[src/rtl/mwo_queue.sv]
module mwo_queue #(
  parameter int Width = 8,
  parameter int Depth = 4
) (
  input  logic             clk_i,
  input  logic             rst_ni,
  input  logic             push_i,
  input  logic [Width-1:0] data_i,
  output logic             full_o,
  input  logic             pop_i,
  output logic             empty_o,
  output logic [Width-1:0] data_o
);

  localparam int PtrW = (Depth > 1) ? $clog2(Depth) : 1;
  localparam int CntW = $clog2(Depth + 1);

  logic [Width-1:0] mem_q [Depth];
  logic [PtrW-1:0]  wptr_q, rptr_q;
  logic [CntW-1:0]  cnt_q;
  logic             do_push, do_pop;

  assign full_o  = (cnt_q == CntW'(Depth));
  assign empty_o = (cnt_q == '0);
  assign data_o  = mem_q[rptr_q];
  assign do_push = push_i & ~full_o;
  assign do_pop  = pop_i & ~empty_o;

  always_ff @(posedge clk_i or negedge rst_ni) begin
    if (!rst_ni) begin
      wptr_q <= '0;
      rptr_q <= '0;
      cnt_q  <= '0;
    end else begin
      if (do_push) begin
        wptr_q <= (wptr_q == PtrW'(Depth - 1)) ? '0 : wptr_q + 1'b1;
      end
      if (do_pop) begin
        rptr_q <= (rptr_q == PtrW'(Depth - 1)) ? '0 : rptr_q + 1'b1;
      end
      if (do_push && !do_pop) begin
        cnt_q <= cnt_q + 1'b1;
      end else if (do_pop && !do_push) begin
        cnt_q <= cnt_q - 1'b1;
      end
    end
  end

  always_ff @(posedge clk_i) begin
    if (do_push) begin
      mem_q[wptr_q] <= data_i;
    end
  end

endmodule

[config.mk]
export PLATFORM = sky130hd
export DESIGN_NAME = mwo_queue
export DESIGN_NICKNAME = d
export VERILOG_FILES = /design/src/rtl/mwo_queue.sv
export SDC_FILE = /design/constraint.sdc
export NUM_CORES = 1
export LEC_CHECK = 0
export BUFFER_PORTS_ARGS = -buffer_cell sky130_fd_sc_hd__buf_2
export CORE_ASPECT_RATIO = 0.75
export CORE_MARGIN = 2
export CORE_UTILIZATION = 57
export DETAILED_ROUTE_END_ITERATION = 8
export PLACE_DENSITY_LB_ADDON = 0.15
export RECOVER_POWER = 25
export SLEW_MARGIN = 20
export SYNTH_ARGS = -nofsm -noshare
export SYNTH_HDL_FRONTEND = slang
export SYNTH_SLANG_ARGS = --single-unit
[constraint.sdc]
create_clock -name clk_i -period 2.66 [get_ports clk_i]
set_input_delay 0.665 -clock clk_i [delete_from_list [all_inputs] [get_ports clk_i]]
set_output_delay 0.665 -clock clk_i [all_outputs]
set_load 0.05 [all_outputs]
==> metrics.md <==
| Metric | Value |
|---|---|
| Run status | `finished clean` |
| Worst path cell trace | `mux4_2 -> buf_2` |
| Routed len/inst | `between 15 and 20 um` |
| Crit. End Element | `output port` |
| # H-tree levels | `2` |
| Chip width | `65.52 um` |
| Syn_area_per_cell | `about 20 um2` |
| CTS buffer count | `5` |
| First-pass GRT wire length | `3905 um` |
| Synth area leader | `edfxtp_1` |
| Dpl ws | `approximately 0.45 ns` |
| Minimum clock period | `2.486 ns` |
| Post-synthesis register bit count | `39` |
| CP max stage delay | `around 0.73 ns` |
| Post-cts sizing count | `0` |
| Slew @ Worst Pin | `0.6021 ns` |
| Core Util, Final | `70.02%` |
| Antenna Cells | `0` |
| Fillers | `~190` |
| Met2 wire len | `1255 um` |
| Largest net degree at the start of global routing | `12` |
| Initial Utilization | `60.76%` |
| Critical Path AT | `around 1.8 ns` |
| CTS sink cnt | `39` |
| Mapped Area | `around 0.0016 mm2` |
| Crit Path Category | `reg -> out` |
| Gr usage total | `17.40%` |
| Pwr per Cell Area | `1253 mW/mm2` |
| Die Area | `around 0.0033 mm2` |
| Die Span Y | `50.14 um` |
| Hold_buf cts | `0` |
| Total grt overflow | `0` |
| GP Congestion | `0.7187` |
| Top layer in use | `met4` |
| Leak | `0.7069 nW` |
| Area occupied by registers | `0.001136 mm2` |
| Startpoint types | `flip-flop` |
| Nets@finish | `125` |
| Max FO, Critical Path | `11` |
| Clock Tree Buf Depth | `2` |
| Fmax | `0.4022 GHz` |
| Sequential area share after synthesis | `70.22%` |
| Critical path's slowest cell | `dfrtp_1` |
| Hold Path Class | `in -> async` |
| Final WL | `about 2400 um` |
| Syn Inst Count | `79` |
| Worst Path Required | `2.00 ns` |
| IO Count | `22` |
| Post-route ant nets | `0` |
| Vias in the first global route | `805` |
| DRC errors left | `0` |
| Avg Vias per Cell | `between 5 and 6` |
| Max Cap Viol | `0` |
| Post-CTS setup buffer count | `0` |
| Initial antenna violation count | `0` |
| Synth warn | `0` |
| Final setup viols | `0` |
| Reg2reg setup slack | `around 0.68 ns` |
| Max_slew headroom | `between 50% and 60%` |
| Layout cells sized above 1 | `37.38%` |
| Worst clock skew | `0.003081 ns` |
| Synth top area share | `59.40%` |
| Final hold vios | `0` |
| Final setup margin | `about 0.17 ns` |
| Initial DRC Count | `23` |
| Row Count | `16` |
| Met3 routed WL | `94 um` |
| Layout Cells excl Fill | `143` |
| Final Slew Violations | `0` |
| CTS clk-pin slew, worst paths | `around 0.070 ns` |
| Placed Instances | `135` |
| RSZ-0062 raised after global routing | `no` |
| Core area | `0.002663 mm2` |
| Final HPWL DP | `1705 um` |
| Synth top area cells | `edfxtp_1 (59%), mux4_2 (11%), dfrtp_1 (11%)` |
| Via count | `753` |
| Drt pass-1 iters | `4` |
| Syn nets | `98` |
| Wl on met1 | `between 1000 and 1500 um` |
| Port Buf Inserts | `21` |
| Clock Root Buffer | `clkbuf_8` |
| Footprint of the multi-input gates | `466.7 um2` |
| CTS tree | `done` |
| VDD IR-drop max | `636.5 uV` |
| Distinct cell type count after synthesis | `19` |
| Sum of negative setup slack | `0 ns` |
| Fin crit share | `between 90% and 100%` |
| Layout area overhead | `15.24%` |
| Worst skew pair latency | `0.28 ns` |
[flip-flops by register name, summed over array words and instances (netlist names)]
name,flops
wptr_q,2
mem_q,32
rptr_q,2
cnt_q,3
[per-layer routing]
layer  global-route usage [%]  vias to the layer above
met5                        0                        -
met2                    28.23                       14
met4                    6.250                        0
met1                    22.35                      380
met3                    5.605                        5
li1                         -                      354
[cell families after synthesis]
group	after synthesis	synth area share, %
DFF	39	70.22
buffers and inverters	5	1.237
and+or+nand+nor	12	5.490
adders and majority gates	7	5.878
xor gates and xnor gates	3	1.624
muxes	13	15.55
[report_power, final]
part	internal, mW	total (mW)	leakage (nW)	switching, mW
registers	0.827	0.983	0.375	0.156
clock network	0.236	0.416	0.0515	0.180
logic	0.371	0.937	0.280	0.566
[synthesized netlist by cell type]
master,number
inv_1,3
nand2b_4,1
xnor2_1,1
clkbuf_1,1
mux2_2,1
fa_1,1
nor2_1,4
dfrtp_1,7
nor3b_4,1
nor2b_4,1
ha_1,6
buf_2,1
and2_1,3
xor2_1,2
edfxtp_1,32
mux2_4,4
nor3_1,1
mux4_2,8
nand2_1,1
[per-stage QoR]
| step | cell area (um2) | hold WS (ns) | total power, mW |
|---|---|---|---|
| floorplan | 1623 | 0.3694 | 1.740 |
| global placement | 1772 | 0.4963 | 1.905 |
| detailed placement | 1772 | 0.5115 | 1.947 |
| CTS | 1872 | 0.2062 | 2.362 |
| global route | 1864 | 0.3276 | 2.462 |
| finish | 1864 | 0.2824 | 2.336 |
[layout make-up]
class                   instances  area share, %
clock buffers                   8          5.369
inverters                       3         0.6040
flip-flops and latches         39          60.94
multi-input cells              35          25.03
well taps                      36          2.416
repair buffers                 22          5.638
[cells in the final DEF, fill, tap and decap left out, types with 2 or more instances in the layout]
cell type  count
ha_1           6
edfxtp_1      32
clkbuf_1       7
xor2_1         2
nor2_1         4
mux2_4         4
mux4_2         8
buf_2         15
and2_1         3
inv_1          3
dfrtp_1        7
clkbuf_8       7
[critical path: cells and delay by family, from the launching register on]
kind,cells,cell delay (ns)
mux,1,0.59
buf+inv,1,0.23
flops,1,0.73
[final timing paths]
kind,startpoint,to,cells past startpoint
max,rptr_q[0],data_o[7],2
min,rst_ni,wptr_q[0],1
max reg2reg,cnt_q[0],cnt_q[2],8
min reg2reg,cnt_q[2],cnt_q[2],1
max in group asynchronous,rst_ni,rptr_q[0],1
min in group clk_i,cnt_q[2],cnt_q[2],1
Note: power is estimated with default switching activity, not from simulation.
