===== src/rtl/mwo_pkg.sv =====
package mwo_pkg;

  localparam int SINE_TABLE_DEPTH = 1024;

  // 44100 Hz sample rate with 8 fraction bits
  localparam logic [23:0] RATE_SCALED  = 24'd11289600;
  localparam logic [22:0] FREQ_MAX     = 23'd5644800;
  localparam logic [22:0] FREQ_RESET   = 23'd112640;
  localparam logic [23:0] PERIOD_RESET = 24'd100;
  localparam logic [15:0] LEVEL_FULL   = 16'd32768;
  localparam logic [14:0] AMP_MAX      = 15'd32767;
  localparam logic [14:0] PEAK_RESET   = 15'd32767;

  localparam int CFG_INDEX_W = 2;
  localparam int CFG_DATA_W  = 23;
  localparam int INDEX_W     = 31;
  localparam int SAMPLE_W    = 16;

  localparam logic [CFG_INDEX_W-1:0] REG_SHAPE = 2'd0;
  localparam logic [CFG_INDEX_W-1:0] REG_FREQ  = 2'd1;
  localparam logic [CFG_INDEX_W-1:0] REG_LEVEL = 2'd2;

  // quarter-wave sine polynomial in Q30
  localparam longint Q30_ONE = 64'sd1073741824;
  localparam longint SIN_C0  = 64'sd1686629713;
  localparam longint SIN_C1  = -64'sd693598668;
  localparam longint SIN_C2  = 64'sd85569306;
  localparam longint SIN_C3  = -64'sd5026995;
  localparam longint SIN_C4  = 64'sd172272;

  typedef enum logic [1:0] {
    SHAPE_SINE,
    SHAPE_SQUARE,
    SHAPE_SAW,
    SHAPE_TRI
  } shape_e;

  typedef struct packed {
    shape_e      shape;
    logic [22:0] freq;
    logic [23:0] period;
    logic [14:0] peak;
  } cfg_t;

  typedef struct packed {
    shape_e             shape;
    logic [INDEX_W-1:0] idx;
  } item_t;

endpackage


===== src/rtl/mwo_cfg.sv =====
module mwo_cfg (
  input  logic                             clk_i,
  input  logic                             rst_ni,
  input  logic                             cfg_valid_i,
  output logic                             cfg_ready_o,
  input  logic [mwo_pkg::CFG_INDEX_W-1:0]  cfg_index_i,
  input  logic [mwo_pkg::CFG_DATA_W-1:0]   cfg_data_i,
  output logic                             busy_o,
  output mwo_pkg::cfg_t                    cfg_o
);

  localparam int DivSteps = 24;

  mwo_pkg::shape_e shape_q;
  logic [22:0]     freq_q;
  logic [23:0]     period_q;
  logic [14:0]     peak_q;
  logic            busy_q;
  logic [4:0]      cnt_q;
  logic [23:0]     dvd_q;
  logic [22:0]     rem_q;
  logic [22:0]     quo_q;

  logic        wr;
  logic [22:0] f_in, f_sat;
  logic [15:0] lv_sat;
  logic [30:0] peak_prod;
  logic [23:0] t;
  logic        ge;
  logic [22:0] rem_d;

  assign cfg_ready_o = ~busy_q;
  assign busy_o      = busy_q;
  assign wr          = cfg_valid_i & cfg_ready_o;

  always_comb begin
    f_in = cfg_data_i[22:0];
    if (f_in == '0) begin
      f_sat = 23'd1;
    end else if (f_in > mwo_pkg::FREQ_MAX) begin
      f_sat = mwo_pkg::FREQ_MAX;
    end else begin
      f_sat = f_in;
    end
    lv_sat    = (cfg_data_i[15:0] > mwo_pkg::LEVEL_FULL) ? mwo_pkg::LEVEL_FULL
                                                          : cfg_data_i[15:0];
    peak_prod = {15'b0, lv_sat} * {16'b0, mwo_pkg::AMP_MAX};
    // period = rate / freq, one quotient bit per cycle
    t     = {rem_q, dvd_q[23]};
    ge    = (t >= {1'b0, freq_q});
    rem_d = ge ? 23'(t - {1'b0, freq_q}) : t[22:0];
  end

  always_ff @(posedge clk_i or negedge rst_ni) begin
    if (!rst_ni) begin
      shape_q  <= mwo_pkg::SHAPE_SINE;
      freq_q   <= mwo_pkg::FREQ_RESET;
      period_q <= mwo_pkg::PERIOD_RESET;
      peak_q   <= mwo_pkg::PEAK_RESET;
      busy_q   <= 1'b0;
      cnt_q    <= '0;
    end else if (busy_q) begin
      cnt_q <= cnt_q + 1'b1;
      if (cnt_q == 5'(DivSteps - 1)) begin
        busy_q   <= 1'b0;
        period_q <= {quo_q, ge};
      end
    end else if (wr) begin
      case (cfg_index_i)
        mwo_pkg::REG_SHAPE: shape_q <= mwo_pkg::shape_e'(cfg_data_i[1:0]);
        mwo_pkg::REG_FREQ: begin
          freq_q <= f_sat;
          busy_q <= 1'b1;
          cnt_q  <= '0;
        end
        mwo_pkg::REG_LEVEL: peak_q <= peak_prod[29:15];
        default: ;
      endcase
    end
  end

  always_ff @(posedge clk_i) begin
    if (busy_q) begin
      dvd_q <= dvd_q << 1;
      rem_q <= rem_d;
      quo_q <= {quo_q[21:0], ge};
    end else begin
      dvd_q <= mwo_pkg::RATE_SCALED;
      rem_q <= '0;
      quo_q <= '0;
    end
  end

  assign cfg_o.shape  = shape_q;
  assign cfg_o.freq   = freq_q;
  assign cfg_o.period = period_q;
  assign cfg_o.peak   = peak_q;

endmodule


===== config.mk =====
export PLATFORM = sky130hd
export DESIGN_NAME = mwo_cfg
export DESIGN_NICKNAME = d
export VERILOG_FILES = /design/src/rtl/mwo_pkg.sv /design/src/rtl/mwo_cfg.sv
export SDC_FILE = /design/constraint.sdc
export NUM_CORES = 1
export LEC_CHECK = 0
export ABC_AREA = 1
export BUFFER_PORTS_ARGS = -buffer_cell sky130_fd_sc_hd__buf_4
export CORE_ASPECT_RATIO = 1.25
export CORE_MARGIN = 4
export CORE_UTILIZATION = 68
export CTS_BUF_LIST = sky130_fd_sc_hd__clkbuf_4
export DETAILED_ROUTE_END_ITERATION = 10
export PLACE_DENSITY = 0.89
export RECOVER_POWER = 50
export SLEW_MARGIN = 20
export SYNTH_ARGS = -nofsm -noshare
export SYNTH_HDL_FRONTEND = slang
export SYNTH_SLANG_ARGS = --single-unit

===== constraint.sdc =====
create_clock -name clk_i -period 3.2 [get_ports clk_i]
set_input_delay 0.16 -clock clk_i [delete_from_list [all_inputs] [get_ports clk_i]]
set_output_delay 0.16 -clock clk_i [all_outputs]
set_load 0.03 [all_outputs]

==> impl_metrics.toml, run 1 <==
[status]
status = "did not finish"
stop_stage = "5_1_grt"
toolErrorMsg = "[ERROR GRT-0232] Routing congestion too high. Check the congestion heatmap in the GUI."

[die]
rows = 53
die_h_um = 154
die_w_um = 125
pin_count = 94
initial_core_util = 0.690

[synth]
avgSynthCellArea_um2 = 7.72
synth_edf_count = 0
ys.flop_type = "dfxtp_1"
syn-num-nets = 1736
syn_area_mm2 = 0.0116
synth_seq_cells = 130
synth_cells = 1501
yosysWarnings = 0
synth_top_cell_by_area = "fa_1"
synth.area.top_cells = "fa_1, ha_1, nand2_1"
synthTopCellsByCount = "nand2_1, inv_1, nor2_1, ha_1, fa_1"
synthArstFlopShare = 0.538
synth-seq-area-share = 0.257
yosysMostFrequentCell = "nand2_1"
ys_types = 46
synth_top_area_frac = 0.166

[grt]
groute.usage.overall = 0.710
grt-ovfl-total = 14
grt_max_degree = 71

[clocking]
h-tree-depth = 4
clock_sinks = 130
cts-root-buf = "clkbuf_4"
cts_made_buffers = 17
clockBufferDepth = 2

[place]
dpl-instance-area_mm2 = 0.0140
gp_congestion = 0.996
place.port_buffers = 93
dp_hpwl_um = 28100

[timing]
worst-ep-kind = "register data pin"
worst_endpoint = "peak_q[10]$_DFFE_PN1P_/D"
[logic make-up after synthesis]
group	Yosys count	share of synthesized area
XOR/XNOR	30	0.0240
flip-flops	130	0.257
AND/OR/NAND/NOR	623	0.225
adder cells (fa/ha/maj)	207	0.286
AO/OA/AOI/OAI	150	0.0732
buffers and inverters	337	0.111
multiplexers	24	0.0233
[per-stage QoR]
step	TNS (ns)	util	hold WS, ns	cells	setup slack [ns]
after floorplan	-30.32	-	-0.136	1501	-2.10
after global placement	-35.80	0.834	0.343	1961	-2.52
after detailed placement	-38.90	0.834	0.363	1961	-2.75
after CTS	-51.94	0.916	0.00437	2065	-1.76
[layer usage]
layer / global-route usage / GRT overflow
met5: 0.125 / 0
met2: 0.905 / 9
met3: 0.541 / 0
met1: 0.690 / 0
met4: 0.733 / 5
[what timing repair did]
item	in CTS
pin swaps	110
setup endpoints to repair	15
hold endpoints to repair	62
setup buffers	56
gates resized for setup	131
hold buffers	16
==> run 2: changes to the inputs <==
CORE_ASPECT_RATIO = default   (was 1.25)
CORE_UTILIZATION = 40   (was 68)
CTS_BUF_LIST = default   (was sky130_fd_sc_hd__clkbuf_4)
PLACE_DENSITY = default   (was 0.89)
PLACE_DENSITY_LB_ADDON = 0.15   (was default)
==> run 2 against run 1 <==
The flow now finishes, with violations (max-capacitance violations, max-slew violations, negative setup slack). Synthesized cell count unchanged. Area after synthesis unchanged.
==> impl_metrics.toml, run 2 <==
[status]
status = "finished with violations"
violations = "max-capacitance violations, max-slew violations, negative setup slack"

[timing]
layout_setup_ws_ns = -2.04
worst_pin_slew_ns = 1.92
fin_skew_ns = 0.0195
period_share = 1.64
min_period_ns = 5.24
rsz0062_at_grt = "true"
drv_slew = 71
fmax_mhz = 191
finalSetupViolCount = 37
slew_headroom = -0.277
finalHoldViolCount = 0
worst_hold_slack_ns = 0.0331

[worst_setup_path]
critPathMaxFanout = 13
crit_path_end_kind = "flip-flop"
crit_arrival_ns = 5.56
critical_path_class = "input pin to flip-flop"
slowest_stage = "buf_8"
critPathLaunchType = "input pin"
slowest_delay_ns = 0.16
cpMostUsedCell = "buf_4"
cp_data_required_time_ns = 3.52

[layout]
syn_to_final_growth_pct = 41.6
drive_gt1_frac = 0.349
finalNetCount = 2082
layout_commonest_cell = "nand2_1"
design_area_mm2 = 0.0164
post-route-util = 0.573
num_antenna_cells = 0
largest_reg_flops = 24
layout_common_cells = "nand2_1, buf_4, inv_1"
top_register = "period_q"

[clocking]
cts_tree = "yes"
cts_made_buffers = 17
h-tree-depth = 4
cts-root-buf = "clkbuf_16"
clkLatencyLatePin_ns = 0.42
clkTransAtPathRegs_ns = 0.06
clock_sinks = 130
clockBufferDepth = 2

[job]
cap_violations = 1

[synth]
synth_top_cell_by_area = "fa_1"
synth.area.top_cells = "fa_1, ha_1, nand2_1"
avgSynthCellArea_um2 = 7.72
synth_cells = 1501
ys_types = 46
ys.flop_type = "dfxtp_1"
synth_edf_count = 0
synth_top_area_frac = 0.166
yosysMostFrequentCell = "nand2_1"
synthTopCellsByCount = "nand2_1, inv_1, nor2_1, ha_1, fa_1"
synth_seq_cells = 130
synth-seq-area-share = 0.257
syn-num-nets = 1736
syn_area_mm2 = 0.0116
yosysWarnings = 0
synthArstFlopShare = 0.538

[route]
routed_wirelength_um = 35100
vias = 10703
viasPerCell = 4.77
drc = 0
wire_per_inst_um = 15.6
dr.pass1.iters = 5
antenna_left = 0
drtIter0Drc = 575

[place]
dp_hpwl_um = 27200
place.port_buffers = 93
gp_congestion = 1.02
dpl-instance-area_mm2 = 0.0143

[die]
initial_core_util = 0.405
die_w_um = 178
rows = 62
pin_count = 94
fp.coreArea_mm2 = 0.0286
die_h_um = 178
die_area_mm2 = 0.0317

[grt]
grt_pass1_vias = 10710
grt_max_degree = 71
groute.usage.overall = 0.226
grt-ovfl-total = 0
antenna_found_initial = 0
grt_pass1_wl_um = 56300

[worst_hold_path]
hp-class = "input pin to flip-flop"
run 2: path summary, 6_finish.rpt:
kind | from | end | slack, ns | depth (start not counted)
min reg2reg | dvd_q[11] | dvd_q[12] | 0.42 | 2
max | cfg_data_i[12] | freq_q[4] | -2.04 | 45
max reg2reg | freq_q[0] | rem_q[15] | 0.51 | 10
max in group asynchronous | rst_ni | freq_q[4] | 1.26 | 2
min in group asynchronous | rst_ni | period_q[8] | 0.81 | 2
min | cfg_data_i[22] | freq_q[22] | 0.03 | 3
run 2: area by class of cell:
| type | instances | area, um2 |
|---|---|---|
| Inverter | 314 | 1200 |
| Sequential cell | 130 | 2980 |
| Clock buffer | 17 | 425 |
| Timing Repair Buffer | 350 | 2670 |
| Multi-Input combinational cell | 1034 | 8490 |
| Clock inverter | 15 | 159 |
| Tap cell | 384 | 480 |
| Fill cell | 2603 | 12200 |
run 2: what timing repair did:
action	4_1_cts	5_1_grt
pin swaps	86	111
gates resized for setup	149	144
hold endpoints to repair	47	1
buffers inserted	62	18
endpoints found under the setup margin	15	37
hold buffers	1	1
run 2: cell families (layout without fill, tap and decap cells):
| group | count (synthesis) | after routing | synth area share |
|---|---|---|---|
| AO/OA/AOI/OAI | 150 | 150 | 0.0732 |
| XOR/XNOR | 30 | 30 | 0.0240 |
| adder cells (fa/ha/maj) | 207 | 207 | 0.286 |
| buffers and inverters | 337 | 696 | 0.111 |
| flip-flops | 130 | 130 | 0.257 |
| multiplexers | 24 | 24 | 0.0233 |
| AND/OR/NAND/NOR | 623 | 623 | 0.225 |
run 2: routing by layer:
metal / vias to the layer above / GRT usage / share of wire
li1: 5358 / - / -
met5: - / 0 / 0
met4: 0 / 0.0461 / 0.014
met2: 262 / 0.362 / 0.46
met1: 5049 / 0.322 / 0.47
met3: 34 / 0.0403 / 0.057
run 2: through the flow:
| stage | worst slack, ns | cells | TNS (ns) |
|---|---|---|---|
| floorplan | -2.10 | 1501 | -30.32 |
| global placement | -2.59 | 2130 | -37.70 |
| detailed placement | -2.67 | 2130 | -38.19 |
| CTS | -1.95 | 2225 | -64.79 |
| global route | -2.17 | 2244 | -77.06 |
| finish | -2.04 | 2244 | -70.75 |
run 2: worst max-delay path: cells and delay by family:
family                 cells  cell delay, ns
buffers and inverters     36            4.51
AND/OR/NAND/NOR            6            0.54
AO/OA/AOI/OAI              3            0.35
Power of run 2 is not shown: default switching activity piles up to over one toggle a cycle in this logic, so the estimate is an artifact.
==> run 3: changes to the inputs <==
ABC_AREA = default   (was 1)
==> run 3 against run 2 <==
Critical endpoint is now peak_q[7]. Highest routed layer unchanged. Worst hold slack improved by 0.014 ns. Cell area fell by 9.4%. Flip-flop and latch count did not move. Clock skew fell by 0.00068 ns. Critical path type unchanged. The flow still finishes with violations (max-capacitance violations, max-slew violations, negative setup slack).
==> impl_metrics.toml, run 3 <==
[status]
status = "finished with violations"
violations = "max-capacitance violations, max-slew violations, negative setup slack"

[synth]
syn_area_mm2 = 0.0109
synthArstFlopShare = 0.538
synth.area.top_cells = "fa_1, ha_1, dfxtp_1"
synth_edf_count = 0
synth_top_cell_by_area = "fa_1"
yosysWarnings = 0
syn-num-nets = 1387
avgSynthCellArea_um2 = 9.43
ys.flop_type = "dfxtp_1"
synth-seq-area-share = 0.275
yosysMostFrequentCell = "inv_1"
synth_seq_cells = 130
synthTopCellsByCount = "inv_1, ha_1, fa_1, nand2_1, a21oi_1"
ys_types = 72
synth_cells = 1152
synth_top_area_frac = 0.177

[route]
drtIter0Drc = 552
antenna_left = 0
drc = 0
dr.pass1.iters = 5
wire_per_inst_um = 17.3
routed_wirelength_um = 31800
viasPerCell = 5.17
vias = 9492

[worst_setup_path]
r2r_setup_slack_ns = 0.26
critPathMaxFanout = 4
rr_startpoint = "freq_q[0]"
worstRegToRegCells = 10
crit_path_end_kind = "flip-flop"
crit_arrival_ns = 6.65
critical_path_class = "input pin to flip-flop"
critPathLaunchType = "input pin"
cp-startpoint = "cfg_data_i[0]"
cp_data_required_time_ns = 3.59

[die]
fp.coreArea_mm2 = 0.0268
pin_count = 94
rows = 60
die_h_um = 173
die_w_um = 173
initial_core_util = 0.405
die_area_mm2 = 0.0299

[grt]
antenna_found_initial = 0
grt-ovfl-total = 0
grt_max_degree = 71
groute.usage.overall = 0.213
grt_pass1_wl_um = 52000
grt_pass1_vias = 10073

[timing]
finalHoldViolCount = 0
fin_skew_ns = 0.0188
worst_hold_slack_ns = 0.0474
fmax_mhz = 160
rsz0062_at_grt = "true"
period_share = 1.96
worst_pin_slew_ns = 1.97
slew_headroom = -0.310
min_period_ns = 6.26
finalSetupViolCount = 35
drv_slew = 122
layout_setup_ws_ns = -3.06

[layout]
layout_common_cells = "buf_4, inv_1, ha_1"
top_register = "period_q"
layout_commonest_cell = "buf_4"
drive_gt1_frac = 0.325
finalNetCount = 1716
design_area_mm2 = 0.0149
syn_to_final_growth_pct = 36.8
num_antenna_cells = 0
largest_reg_flops = 24

[clocking]
cts-root-buf = "clkbuf_16"
h-tree-depth = 4
clock_sinks = 130
cts_made_buffers = 17
clkTransAtPathRegs_ns = 0.08
cts_tree = "yes"
clkLatencyLatePin_ns = 0.43
clockBufferDepth = 2

[place]
place.port_buffers = 93
dpl-instance-area_mm2 = 0.0135
gp_congestion = 0.884
dp_hpwl_um = 24000

[worst_hold_path]
holdPathStages = 3
hp-class = "input pin to flip-flop"
hp-start = "cfg_data_i[21]"

[job]
cap_violations = 2
[run 3: worst max-delay path, stage by stage]
cell and delay [ns]:
buf_8 0.10, nor4_4 0.29, nand3_2 0.13, or3_4 0.38, o31ai_4 0.21, buf_6 0.16, buf_16 0.11, and2_4 0.15
fa_1 0.44, fa_1 0.52, inv_1 0.06, fa_1 0.56, inv_2 0.05, fa_1 0.47, fa_1 0.49, inv_1 0.05
fa_1 0.48, inv_2 0.04, ha_4 0.21, buf_4 0.15, a21oi_2 0.14, o21ai_2 0.08, a22oi_2 0.19, buf_4 0.14
and3_4 0.19, o21ai_4 0.06, or4_1 0.54, nand3_2 0.07
[run 3: timing repair]
item | 4_1_cts | 5_1_grt
buffers inserted | 48 | 5
gates resized for setup | 105 | 31
hold buffers | 2 | 1
pin swaps | 35 | 27
hold endpoints to repair | 48 | 1
setup endpoints to repair | 15 | 35
gates cloned | 2 | 0
[run 3: per-layer routing]
layer,share of wire,track usage
met3,0.030,0.0265
met1,0.44,0.270
met5,0,0
met4,0.029,0.0675
met2,0.50,0.381
[run 3: layout make-up]
| type | instances | area (um2) |
|---|---|---|
| repair buffers | 342 | 2650 |
| flip-flops and latches | 130 | 2980 |
| well taps | 341 | 427 |
| inverters | 181 | 682 |
| multi-input cells | 809 | 7530 |
| fillers | 2401 | 11900 |
| clock inverters | 15 | 161 |
| clock buffers | 17 | 425 |
[run 3: stage by stage]
step	setup TNS, ns	std cells	util	worst slack, ns
CTS	-84.21	1830	0.554	-2.96
global route	-100.98	1835	0.554	-3.29
finish	-94.90	1835	0.554	-3.06
floorplan	-42.44	1152	-	-3.18
detailed placement	-50.03	1746	0.504	-3.54
global placement	-48.68	1746	0.504	-3.41
[run 3: final timing paths]
kind                           endpoint
setup / recovery              peak_q[7]
hold / removal               freq_q[21]
setup reg to reg              rem_q[17]
hold reg to reg               dvd_q[18]
max in group asynchronous     freq_q[1]
min in group asynchronous  period_q[10]
[run 3: cells by family (layout without fill, tap and decap cells)]
group	Yosys count	after routing	synth area share
simple gates	274	274	0.129
compound gates	260	260	0.154
buf+inv	213	555	0.0756
fa+ha+maj	209	209	0.307
flops	130	130	0.275
xor+xnor	37	37	0.0298
mux	29	29	0.0297
Power of run 3 is left out for the same reason.
